$ cat src/rtl/kops_pkg.sv
// Shared constants, command and status types, and Horner tables of the orbit solver.
package kops_pkg;

    localparam int NUM_BODIES     = 8;
    localparam int MAX_ITERATIONS = 100;
    localparam int ITER_W         = $clog2(MAX_ITERATIONS + 1);
    localparam int REM_W          = $clog2(NUM_BODIES + 1);
    localparam int DIV_STEPS      = 34;
    localparam int DIV_CNT_W      = $clog2(DIV_STEPS);

    // Body phase offset floor(i * 2^32 / NUM_BODIES) is built up as whole part plus remainder.
    localparam logic [31:0]      OFF_STEP  = 32'((64'd1 << 32) / NUM_BODIES);
    localparam logic [REM_W-1:0] OFF_FRAC  = REM_W'((64'd1 << 32) % NUM_BODIES);
    localparam logic [REM_W:0]   OFF_DIV   = (REM_W + 1)'(NUM_BODIES);
    localparam logic [5:0]       LAST_BODY = 6'(NUM_BODIES - 1);
    localparam logic [ITER_W-1:0] LAST_ITER = ITER_W'(MAX_ITERATIONS - 1);

    localparam logic signed [33:0] TWO_PI_Q28     = 34'sd1686629713;
    localparam logic signed [33:0] TWO_PI_Q30     = 34'sd6746518852;
    localparam logic signed [33:0] INV_TWO_PI_Q32 = 34'sd683565276;
    localparam logic signed [31:0] PI_Q28         = 32'sd843314857;
    localparam logic signed [31:0] ONE_Q28        = 32'sd268435456;
    localparam logic [30:0]        ONE_Q30        = 31'h4000_0000;
    localparam logic [15:0]        ECC_HIGH_START = 16'd52428;

    // Configuration register indexes.
    localparam logic [1:0] REG_SEMI_MAJOR   = 2'd0;
    localparam logic [1:0] REG_SEMI_MINOR   = 2'd1;
    localparam logic [1:0] REG_ECCENTRICITY = 2'd2;
    localparam logic [1:0] REG_PHASE_RATE   = 2'd3;

    // Datapath operations.
    localparam logic [4:0] OP_NOP   = 5'd0;
    localparam logic [4:0] OP_LOAD  = 5'd1;
    localparam logic [4:0] OP_ACC   = 5'd2;
    localparam logic [4:0] OP_MEAN  = 5'd3;
    localparam logic [4:0] OP_ANG   = 5'd4;
    localparam logic [4:0] OP_X     = 5'd5;
    localparam logic [4:0] OP_X2    = 5'd6;
    localparam logic [4:0] OP_DIVA  = 5'd7;
    localparam logic [4:0] OP_DIVB  = 5'd8;
    localparam logic [4:0] OP_HMUL  = 5'd9;
    localparam logic [4:0] OP_SFIN  = 5'd10;
    localparam logic [4:0] OP_MAP   = 5'd11;
    localparam logic [4:0] OP_NF    = 5'd12;
    localparam logic [4:0] OP_NG    = 5'd13;
    localparam logic [4:0] OP_DINIT = 5'd14;
    localparam logic [4:0] OP_DSTEP = 5'd15;
    localparam logic [4:0] OP_NUPD  = 5'd16;
    localparam logic [4:0] OP_PX    = 5'd17;
    localparam logic [4:0] OP_PZ    = 5'd18;
    localparam logic [4:0] OP_EMIT  = 5'd19;

    // Horner term indexes: sine terms first, then cosine terms.
    localparam logic [3:0] H_SIN_FIRST = 4'd0;
    localparam logic [3:0] H_SIN_LAST  = 4'd4;
    localparam logic [3:0] H_COS_FIRST = 4'd5;
    localparam logic [3:0] H_COS_LAST  = 4'd10;

    typedef struct packed {
        logic [4:0] op;
        logic [3:0] hidx;
    } dp_cmd_t;

    typedef struct packed {
        logic out_free;
        logic last_body;
        logic small_step;
    } dp_status_t;

    function automatic logic [7:0] horner_div(input logic [3:0] idx);
        logic [7:0] d;
        unique case (idx)
            4'd0:    d = 8'd110;
            4'd1:    d = 8'd72;
            4'd2:    d = 8'd42;
            4'd3:    d = 8'd20;
            4'd4:    d = 8'd6;
            4'd5:    d = 8'd132;
            4'd6:    d = 8'd90;
            4'd7:    d = 8'd56;
            4'd8:    d = 8'd30;
            4'd9:    d = 8'd12;
            default: d = 8'd2;
        endcase
        return d;
    endfunction

    // floor(2^32 / divisor); the product estimate is at most one below the true quotient.
    function automatic logic [31:0] horner_recip(input logic [3:0] idx);
        logic [31:0] r;
        unique case (idx)
            4'd0:    r = 32'd39045157;
            4'd1:    r = 32'd59652323;
            4'd2:    r = 32'd102261126;
            4'd3:    r = 32'd214748364;
            4'd4:    r = 32'd715827882;
            4'd5:    r = 32'd32537631;
            4'd6:    r = 32'd47721858;
            4'd7:    r = 32'd76695844;
            4'd8:    r = 32'd143165576;
            4'd9:    r = 32'd357913941;
            default: r = 32'd2147483648;
        endcase
        return r;
    endfunction

endpackage

$ cat src/rtl/kops_ctrl.sv
// Sequencer that steps the datapath through phase update, Newton solve and output per body.
module kops_ctrl (
    input  logic                  aclk,
    input  logic                  aresetn,
    input  logic                  s_valid,
    output logic                  s_ready,
    input  kops_pkg::dp_status_t  status,
    output kops_pkg::dp_cmd_t     cmd
);

    localparam logic [4:0] S_IDLE  = 5'd0;
    localparam logic [4:0] S_ACC   = 5'd1;
    localparam logic [4:0] S_MEAN  = 5'd2;
    localparam logic [4:0] S_ANG   = 5'd3;
    localparam logic [4:0] S_X     = 5'd4;
    localparam logic [4:0] S_X2    = 5'd5;
    localparam logic [4:0] S_DIVA  = 5'd6;
    localparam logic [4:0] S_DIVB  = 5'd7;
    localparam logic [4:0] S_HMUL  = 5'd8;
    localparam logic [4:0] S_SFIN  = 5'd9;
    localparam logic [4:0] S_MAP   = 5'd10;
    localparam logic [4:0] S_NF    = 5'd11;
    localparam logic [4:0] S_NG    = 5'd12;
    localparam logic [4:0] S_DINIT = 5'd13;
    localparam logic [4:0] S_DSTEP = 5'd14;
    localparam logic [4:0] S_NUPD  = 5'd15;
    localparam logic [4:0] S_CHK   = 5'd16;
    localparam logic [4:0] S_PX    = 5'd17;
    localparam logic [4:0] S_PZ    = 5'd18;
    localparam logic [4:0] S_EMIT  = 5'd19;

    logic [4:0]                     state_reg, state_next;
    logic [3:0]                     h_reg, h_next;
    logic [kops_pkg::DIV_CNT_W-1:0] cnt_reg, cnt_next;
    logic [kops_pkg::ITER_W-1:0]    it_reg, it_next;
    logic                           final_reg, final_next;

    assign s_ready = (state_reg == S_IDLE);

    always_comb begin
        state_next = state_reg;
        h_next     = h_reg;
        cnt_next   = cnt_reg;
        it_next    = it_reg;
        final_next = final_reg;
        cmd.op     = kops_pkg::OP_NOP;
        cmd.hidx   = h_reg;
        unique case (state_reg)
            S_IDLE: begin
                if (s_valid) begin
                    cmd.op     = kops_pkg::OP_LOAD;
                    state_next = S_ACC;
                end
            end
            S_ACC: begin
                cmd.op     = kops_pkg::OP_ACC;
                state_next = S_MEAN;
            end
            S_MEAN: begin
                cmd.op     = kops_pkg::OP_MEAN;
                it_next    = '0;
                final_next = 1'b0;
                state_next = S_ANG;
            end
            S_ANG: begin
                cmd.op     = kops_pkg::OP_ANG;
                state_next = S_X;
            end
            S_X: begin
                cmd.op     = kops_pkg::OP_X;
                state_next = S_X2;
            end
            S_X2: begin
                cmd.op     = kops_pkg::OP_X2;
                h_next     = kops_pkg::H_SIN_FIRST;
                state_next = S_DIVA;
            end
            S_DIVA: begin
                cmd.op     = kops_pkg::OP_DIVA;
                state_next = S_DIVB;
            end
            S_DIVB: begin
                cmd.op = kops_pkg::OP_DIVB;
                priority if (h_reg == kops_pkg::H_SIN_LAST) begin
                    state_next = S_SFIN;
                end else if (h_reg == kops_pkg::H_COS_LAST) begin
                    state_next = S_MAP;
                end else begin
                    h_next     = h_reg + 4'd1;
                    state_next = S_HMUL;
                end
            end
            S_HMUL: begin
                cmd.op     = kops_pkg::OP_HMUL;
                state_next = S_DIVA;
            end
            S_SFIN: begin
                cmd.op     = kops_pkg::OP_SFIN;
                h_next     = kops_pkg::H_COS_FIRST;
                state_next = S_DIVA;
            end
            S_MAP: begin
                cmd.op     = kops_pkg::OP_MAP;
                state_next = final_reg ? S_PX : S_NF;
            end
            S_NF: begin
                cmd.op     = kops_pkg::OP_NF;
                state_next = S_NG;
            end
            S_NG: begin
                cmd.op     = kops_pkg::OP_NG;
                state_next = S_DINIT;
            end
            S_DINIT: begin
                cmd.op     = kops_pkg::OP_DINIT;
                cnt_next   = '0;
                state_next = S_DSTEP;
            end
            S_DSTEP: begin
                cmd.op   = kops_pkg::OP_DSTEP;
                cnt_next = cnt_reg + 1'b1;
                if (cnt_reg == kops_pkg::DIV_CNT_W'(kops_pkg::DIV_STEPS - 1)) begin
                    state_next = S_NUPD;
                end
            end
            S_NUPD: begin
                cmd.op     = kops_pkg::OP_NUPD;
                state_next = S_CHK;
            end
            S_CHK: begin
                // The converged or last iterate gets one more sine and cosine for the output.
                if (status.small_step || it_reg == kops_pkg::LAST_ITER) begin
                    final_next = 1'b1;
                end else begin
                    it_next = it_reg + 1'b1;
                end
                state_next = S_ANG;
            end
            S_PX: begin
                cmd.op     = kops_pkg::OP_PX;
                state_next = S_PZ;
            end
            S_PZ: begin
                cmd.op     = kops_pkg::OP_PZ;
                state_next = S_EMIT;
            end
            S_EMIT: begin
                if (status.out_free) begin
                    cmd.op     = kops_pkg::OP_EMIT;
                    state_next = status.last_body ? S_IDLE : S_MEAN;
                end
            end
            default: begin
                state_next = S_IDLE;
            end
        endcase
    end

    always_ff @(posedge aclk) begin
        if (!aresetn) begin
            state_reg <= S_IDLE;
            h_reg     <= '0;
            cnt_reg   <= '0;
            it_reg    <= '0;
            final_reg <= 1'b0;
        end else begin
            state_reg <= state_next;
            h_reg     <= h_next;
            cnt_reg   <= cnt_next;
            it_reg    <= it_next;
            final_reg <= final_next;
        end
    end

endmodule

$ cat config.mk
export PLATFORM = sky130hd
export DESIGN_NAME = kops_ctrl
export DESIGN_NICKNAME = d
export VERILOG_FILES = /design/src/rtl/kops_pkg.sv /design/src/rtl/kops_ctrl.sv
export SDC_FILE = /design/constraint.sdc
export NUM_CORES = 1
export LEC_CHECK = 0
export ABC_AREA = 1
export BUFFER_PORTS_ARGS = -buffer_cell sky130_fd_sc_hd__buf_2
export CAP_MARGIN = 20
export CORE_MARGIN = 4
export CORE_UTILIZATION = 45
export CTS_CLUSTER_DIAMETER = 50
export CTS_CLUSTER_SIZE = 16
export DETAILED_ROUTE_END_ITERATION = 10
export GPL_TIMING_DRIVEN = 1
export HOLD_SLACK_MARGIN = 0.03
export PLACE_DENSITY = 0.69
export SLEW_MARGIN = 40
export SYNTH_ARGS = -nofsm -noshare
export SYNTH_HDL_FRONTEND = slang
export SYNTH_SLANG_ARGS = --single-unit
export TNS_END_PERCENT = 100
$ cat constraint.sdc
create_clock -name aclk -period 1.9 [get_ports aclk]
set_clock_uncertainty 0.05 [all_clocks]
set_input_delay 0.38 -clock aclk [delete_from_list [all_inputs] [get_ports aclk]]
set_output_delay 0.38 -clock aclk [all_outputs]
set_load 0.1 [all_outputs]
==> impl_metrics.ini, run 1 <==
[floorplan]
core_um2 = 3150
rows = 20
start_util = 0.488
die_x_um = 66.5
die_area_um2 = 4420
dieHeight_um = 66.5
io_pins = 16

[logic_synthesis]
yosysTopAreaCellShare = 0.299
synth_xor_area_frac = 0.0228
synthCells = 237
yosys.area_share.adder = 0.0488
yosysSeqAreaShare = 0.299
synth-async-reset-ratio = 0
synth_compound_area_frac = 0.159
synth_top_family_by_area = simple AND/OR/NAND/NOR gates
synth_top_cells_by_area = dfxtp_1 (30%), nand2_1 (11%), inv_1 (8.5%)
yosys.area_share.simple = 0.361
yosysUniqueCellTypes = 31
yosys_warnings = 0
synthFlopType = dfxtp_1
syn_avg_cell_area_um2 = 6.49
muxShareOfSynthArea = 0
yosys.area.top_type = dfxtp_1
syn-cell-area_um2 = 1540
synth_edf_count = 0
synth_seq_cells = 23
syn-num-nets = 249

[detailed_routing]
via_per_inst = 5.27
drc = 0
wl_per_cell_um = 13.3
ant_nets = 0
vias = 1681
finalWirelength_um = 4250
first_iter_violations = 187
dr.pass1.iters = 4

[sta]
fmax_mhz = 484
rsz0062_at_grt = true
hold_violations = 0
fin_ws_ns = -0.164
min_period_ns = 2.06
post-route-period-util = 1.09
drv_slew = 0
setup_viol = 5
worst_pin_slew_ns = 0.484
tns_ns = -0.616
maxSlewHeadroom = 0.679

[clock_tree]
cts_tree = done
clockBufferDepth = 2
clock-sinks = 23
holdBufCountCts = 0
path_clk_slew_ns = 0.13
cts_root_buf = clkbuf_4
cts_buffers = 3
htree_levels = 1
clock_latency_ns = 0.33

[finish]
final_cell_mix = nand2_1 (42), inv_1 (27), nor2_1 (23)
nets = 288
drive_above_1_share = 0.360
fillers = 269
area_delta_synth_final_pct = 37.2
largest_register_ffs = 7
final_cell_area_um2 = 2110
num_antenna_cells = 0
final_common_cell = nand2_1

[worst_setup_path]
path_max_fanout = 4
rr_worst_depth = 9
path_class = flop to output port
end_kind = output port
worst_ep_required_time_ns = 1.47
critPathArrivalTime_ns = 1.63
startpoint_type = flop

[grt]
grt_pass1_wl_um = 6930
grt.total_usage = 0.202
grt_pass1_vias = 1531
grt_max_degree = 15
grt_overflow_total = 0
antenna_found_initial = 0

[hold_path]
min_path_type = input port to flop
whs_path_depth = 3

[placement]
place_area_um2 = 1860
globalplace.congestion = 0.905
dp_hpwl_um = 2900
io_buffers = 15

[flow_run]
max_cap_violations = 0

[status]
violations = negative setup slack
status = finished, violations left

[power_and_ir_drop]
peakVddDrop_mv = 0.305
cellLeakagePower_nw = 0.907
power_density_nw_per_um2 = 564
## worst max-delay path, cell delays in order, from the launching register on
cell,delay (ns)
dfxtp_4,0.39
nor2_4,0.13
nand2_1,0.08
nor2_2,0.11
inv_1,0.06
nor2_2,0.11
inv_1,0.09
nand4_1,0.15
buf_12,0.19
## worst paths after layout
path / startpoint / endpoint / slack [ns]
worst min register to register: final_reg / final_reg / 0.43
worst max register to register: state_reg[0] / it_reg[0] / 0.23
worst max-delay path: state_reg[3] / cmd[4] / -0.16
worst min-delay path: aresetn / state_reg[4] / 0.31
## synthesized netlist by cell type (2+ instances only)
library cell,n
inv_2,5
clkbuf_1,2
inv_1,35
o21ai_1,3
nor2_2,3
nand3_2,4
a211oi_1,3
xor2_1,2
ha_1,6
buf_2,2
nor2_4,2
a31oi_1,2
dfxtp_1,23
nand3_1,19
nor2_1,30
nand4_1,6
o2111ai_1,3
o21ai_0,7
nand2_4,2
a21oi_1,19
nor3_1,2
xnor2_1,2
nand2_1,47
## repair_timing
item / 4_1_cts / 5_1_grt
pin swaps: 6 / 9
gates resized for setup: 23 / 16
endpoints found under the hold margin: 0 / 0
setup endpoints to repair: 5 / 5
buffers inserted: 7 / 8
## layout make-up
type	instances	area, µm²	share of cell area
inverter	40	156	0.0741
clock buffer	3	22.5	0.0107
clock inverter	1	5.00	0.00237
multi-input combinational	170	1040	0.492
tap	44	55.1	0.0261
timing repair buffer	38	349	0.165
sequential	23	484	0.229
## logic make-up (layout without fill, tap and decap cells)
kind of cell	Yosys count	after routing
compound gates	42	42
flops	23	23
buf+inv	44	82
simple gates	118	118
xor+xnor	4	4
fa+ha+maj	6	6
## per-stage QoR
stage	hold WS (ns)	std cells	setup slack (ns)	power, W	utilization
after floorplan	0.386	237	-0.610	0.000788	-
after CTS	0.299	311	-0.134	0.00117	0.636
final	0.310	319	-0.164	0.00119	0.669
after global placement	0.401	300	0.103	0.000899	0.590
after detailed placement	0.408	300	0.0608	0.000903	0.590
after global routing	0.314	319	-0.259	0.00125	0.669
## power breakdown
group          leakage (nW)  total (W)  internal [W]  switching, W
registers             0.191   0.000511      0.000489     0.0000223
logic                 0.698   0.000437      0.000149      0.000289
clock network        0.0177   0.000242     0.0000791      0.000163
total                 0.907    0.00119      0.000717      0.000474
## routing by layer
metal / GRT usage / up-vias / routed length [µm]
met1: 0.280 / 754 / 2040
met4: 0.0812 / 0 / 138
li1: - / 858 / -
met2: 0.314 / 56 / 1870
met3: 0.0270 / 13 / 209
met5: 0 / - / 0
No activity file was read; power rests on OpenSTA's default activity.
==> run 2: changes to the inputs <==
==> constraint.sdc (replaced) <==
create_clock -name aclk -period 1.9 [get_ports aclk]
set_clock_uncertainty 0.05 [all_clocks]
set_input_delay 0.19 -clock aclk [delete_from_list [all_inputs] [get_ports aclk]]
set_output_delay 0.19 -clock aclk [all_outputs]
set_load 0.1 [all_outputs]
==> run 2 against run 1 <==
Against the previous run:
- largest power group unchanged
- sequential share of layout area is 1.4 points higher
- non-clock buffer count down 12
- global-route usage shrank 1.6 points
- register-to-register slack improved by 0.11 ns
- worst setup slack improved by 0.20 ns
- die area unchanged
- sequential power down 2%
- critical endpoint is now cmd[5]
- maximum frequency increased by 10%
- power fell by 0.80%
- combinational power increased by 2%
- via count is 4.4% lower
- the run now ends clean
- largest cell class unchanged
- sequential cell count unchanged
==> impl_metrics.ini, run 2 (same netlist as run 1, synthesis figures left out) <==
[clock_tree]
path_clk_slew_ns = 0.14
htree_levels = 1
clock_latency_ns = 0.32
cts_buffers = 3
cts_tree = done
clock-sinks = 23
clockBufferDepth = 2
holdBufCountCts = 0
cts_root_buf = clkbuf_4

[floorplan]
start_util = 0.488
io_pins = 16
die_x_um = 66.5
rows = 20
die_area_um2 = 4420
core_um2 = 3150
dieHeight_um = 66.5

[detailed_routing]
via_per_inst = 5.23
wl_per_cell_um = 12.4
first_iter_violations = 140
drc = 0
vias = 1607
dr.pass1.iters = 5
ant_nets = 0
finalWirelength_um = 3810

[grt]
grt.total_usage = 0.186
grt_max_degree = 15
antenna_found_initial = 0
grt_pass1_wl_um = 6500
grt_pass1_vias = 1407
grt_overflow_total = 0

[status]
status = complete, no violations

[power_and_ir_drop]
cellLeakagePower_nw = 0.857
peakVddDrop_mv = 0.235
power_density_nw_per_um2 = 594

[worst_setup_path]
rr_worst_depth = 9
r2r-start = state_reg[0]
path_max_fanout = 7
startpoint_type = flop
reg2reg_to = it_reg[0]
r2r_setup_slack_ns = 0.34
path_class = flop to output port
end_kind = output port
worst_ep_required_time_ns = 1.66
critPathArrivalTime_ns = 1.63

[finish]
nets = 276
area_delta_synth_final_pct = 29.2
final_cell_mix = nand2_1 (41), inv_1 (28), nor2_1 (25)
largest_register_ffs = 7
final_common_cell = nand2_1
drive_above_1_share = 0.316
final-instance-count-excl-fill = 307
num_antenna_cells = 0

[hold_path]
min_path_type = input port to flop
holdCritStartpoint = aresetn
min_to = state_reg[4]
whs_path_depth = 3

[placement]
dp_worst_setup_slack_ns = 0.179
io_buffers = 15
dp_hpwl_um = 2760
placed_cells = 294
globalplace.congestion = 0.970

[sta]
fin_ws_ns = 0.0315
worst_pin_slew_ns = 0.484
tns_ns = 0
drv_slew = 0
hold_violations = 0
fmax_mhz = 535
maxSlewHeadroom = 0.679
post-route-period-util = 0.983
min_period_ns = 1.87
rsz0062_at_grt = true
setup_viol = 0
whs_ns = 0.128

[flow_run]
max_cap_violations = 0
[run 2: worst max path at each step]
stage / endpoint / from / slack [ns] / cells past startpoint
after floorplan: cmd[4] / state_reg[0] / -0.45 / 6
after global placement: cmd[4] / state_reg[3] / 0.23 / 8
after detailed placement: cmd[4] / state_reg[3] / 0.18 / 8
after CTS: cmd[4] / state_reg[0] / -0.01 / 8
after global routing: cmd[5] / state_reg[3] / -0.04 / 6
final: cmd[5] / state_reg[4] / 0.03 / 8
[run 2: power by group]
group          total [W]  switching (W)  internal [W]
Clock           0.000235       0.000156     0.0000788
Combinational   0.000444       0.000288      0.000156
Sequential      0.000503      0.0000142      0.000489
[run 2: cell type report]
| class | count | area (µm²) |
|---|---|---|
| multi-input cells | 170 | 1010 |
| repair buffers | 26 | 255 |
| clock buffers | 3 | 22.5 |
| inverters | 40 | 156 |
| flip-flops and latches | 23 | 484 |
| clock inverters | 1 | 5.00 |
| well taps | 44 | 55.1 |
| fillers | 306 | 1160 |
[run 2: layer usage]
| metal | track usage | part of all wire | vias to the layer above |
|---|---|---|---|
| met3 | 0.0219 | 0.056 | 7 |
| li1 | - | - | 830 |
| met2 | 0.281 | 0.45 | 57 |
| met4 | 0.0558 | 0.014 | 0 |
| met5 | 0 | 0 | - |
| met1 | 0.272 | 0.48 | 713 |
[run 2: timing repair]
| item | in CTS | in global routing |
|---|---|---|
| endpoints found under the hold margin | 0 | 0 |
| pin swaps | 4 | 7 |
| setup buffers | 3 | 6 |
| gates resized for setup | 10 | 18 |
| endpoints found under the setup margin | 5 | 5 |
[run 2: per-stage QoR]
stage | instance area [µm²] | utilization | power [W]
finish | 1990 | 0.631 | 0.00118
global route | 1990 | 0.631 | 0.00124
CTS | 1890 | 0.599 | 0.00114
detailed placement | 1800 | 0.572 | 0.000896
global placement | 1800 | 0.572 | 0.000892
floorplan | 1600 | - | 0.000781
[run 2: worst max-delay path: stages, from the launching register on]
cell and delay, ns:
dfxtp_4 0.42, inv_4 0.09, nand2_4 0.07, nor2_4 0.16, nand2_4 0.09, nand2_2 0.10, inv_2 0.06, nand4_1 0.12
buf_12 0.19
==> run 3: changes to the inputs <==
- CTS_CLUSTER_SIZE: 16 -> default
- MAX_ROUTING_LAYER: default -> met4
==> run 3 against run 2 <==
Against the previous run:
- register-to-register slack got worse by 0.07 ns
- global-route usage decreased by 0.38 points
- clock power is essentially flat
- combinational power fell by 0.9%
- first-iteration DRC count grew 9.3%
- core utilization grew 1.6 points
- largest cell class unchanged
- largest power group unchanged
==> impl_metrics.ini, run 3 (same netlist as run 1, synthesis figures left out) <==
[status]
status = complete, no violations

[grt]
grt_overflow_total = 0
antenna_found_initial = 0
grt_pass1_wl_um = 6260
grt_max_degree = 15
grt_pass1_vias = 1366
grt.total_usage = 0.182

[placement]
dp_hpwl_um = 2730
globalplace.congestion = 0.911
io_buffers = 15
dp_worst_setup_slack_ns = 0.188

[worst_setup_path]
path_max_fanout = 3
cpMaxStageDelayCell = dfxtp_4
path_cells = nor2_4, nand2_1, nor2_4, inv_1, nor2_2, inv_1, nand4_1, buf_12
startpoint_type = flop
r2r-start = state_reg[2]
path_delay_family = simple AND/OR/NAND/NOR gates
worst-path-buf-inv = 3
path_class = flop to output port
critPathArrivalTime_ns = 1.65
crit_path_start = state_reg[2]
worst_ep_required_time_ns = 1.66
cpPeakStageDelay_ns = 0.40
end_kind = output port

[power_and_ir_drop]
switchingPower_w = 0.000458
p_total_w = 0.00118
p_seq_frac = 0.426
power_density_nw_per_um2 = 578
pwr-share-comb = 0.374
clockPowerShare = 0.201
internal_power_w = 0.000720
swShare = 0.388
cellLeakagePower_nw = 0.883
peakVddDrop_mv = 0.297

[flow_run]
max_cap_violations = 0

[hold_path]
holdCritStartpoint = aresetn
min_path_type = input port to flop

[sta]
fmax_mhz = 529
drv_slew = 0
worst_pin_slew_ns = 0.487
maxSlewHeadroom = 0.675
rsz0062_at_grt = true
hold_violations = 0
min_period_ns = 1.89
post-route-period-util = 0.995
setup_viol = 0
fin_ws_ns = 0.0101

[finish]
final_common_cell = nand2_1
num_antenna_cells = 0
post-route-util = 0.647
nets = 280
final_cell_mix = nand2_1 (41), inv_1 (29), nor2_1 (24)
drive_above_1_share = 0.326
area_delta_synth_final_pct = 32.5
largest_register_ffs = 7

[floorplan]
die_area_um2 = 4420
dieHeight_um = 66.5
die_x_um = 66.5
core_um2 = 3150
io_pins = 16
start_util = 0.488
rows = 20

[detailed_routing]
dr.pass1.iters = 4
first_iter_violations = 153
wl_per_cell_um = 12.6
via_per_inst = 5.22
drc = 0
ant_nets = 0
finalWirelength_um = 3930
vias = 1624

[clock_tree]
clock_latency_ns = 0.31
clock-sinks = 23
htree_levels = 1
cts_tree = done
holdBufCountCts = 0
clockBufferDepth = 2
cts_root_buf = clkbuf_4
cts_buffers = 3
path_clk_slew_ns = 0.14
-- run 3: stage by stage --
step / instances / hold WS [ns] / setup TNS (ns) / cell area [µm²]
after global placement: 294 / 0.404 / 0 / 1800
after global routing: 311 / 0.147 / -0.183 / 2040
after floorplan: 237 / 0.371 / -0.576 / 1600
after CTS: 299 / 0.122 / -0.0632 / 1850
after detailed placement: 294 / 0.412 / 0 / 1800
final: 311 / 0.132 / 0 / 2040
-- run 3: final timing paths --
kind                                endpoint  slack (ns)  cells past startpoint
worst max register to register      h_reg[3]        0.27                      9
worst min-delay path            state_reg[4]        0.13                      3
worst max-delay path                  cmd[4]        0.01                      8
worst min register to register     final_reg        0.43                      2
-- run 3: area by class of cell --
cell class                 count  area [µm²]
clock buffer                   3        22.5
clock inverter                 1        5.00
fill                         278        1110
inverter                      40         156
multi-input combinational    170        1020
sequential                    23         482
tap                           44        55.1
timing repair buffer          30         302
-- run 3: worst register-to-register path, cell delays in order (launching register included) --
cell,delay (ns)
dfxtp_4,0.42
buf_12,0.12
inv_2,0.04
nor2_4,0.13
nand2_1,0.19
o21ai_2,0.14
nand2_4,0.09
nor2_1,0.15
xor2_1,0.17
nor2_1,0.05
-- run 3: power groups by stage --
stage | combinational, W | sequential, W | clock [W]
floorplan | 0.000269 | 0.000513 | 0
global placement | 0.000383 | 0.000510 | 0
detailed placement | 0.000384 | 0.000510 | 0
CTS | 0.000390 | 0.000500 | 0.000245
global route | 0.000460 | 0.000504 | 0.000265
finish | 0.000440 | 0.000502 | 0.000236
-- run 3: timing repair --
action | CTS | global route
gates resized for setup | 5 | 25
buffers inserted | 1 | 12
pin swaps | 1 | 11
endpoints found under the setup margin | 5 | 5
-- run 3: per-layer routing --
layer | GRT usage | part of all wire | vias to the layer above
li1 | - | - | 836
met1 | 0.263 | 0.49 | 735
met2 | 0.263 | 0.44 | 47
met3 | 0.0270 | 0.057 | 6
met4 | 0.0482 | 0.011 | 0
met5 | - | 0 | -
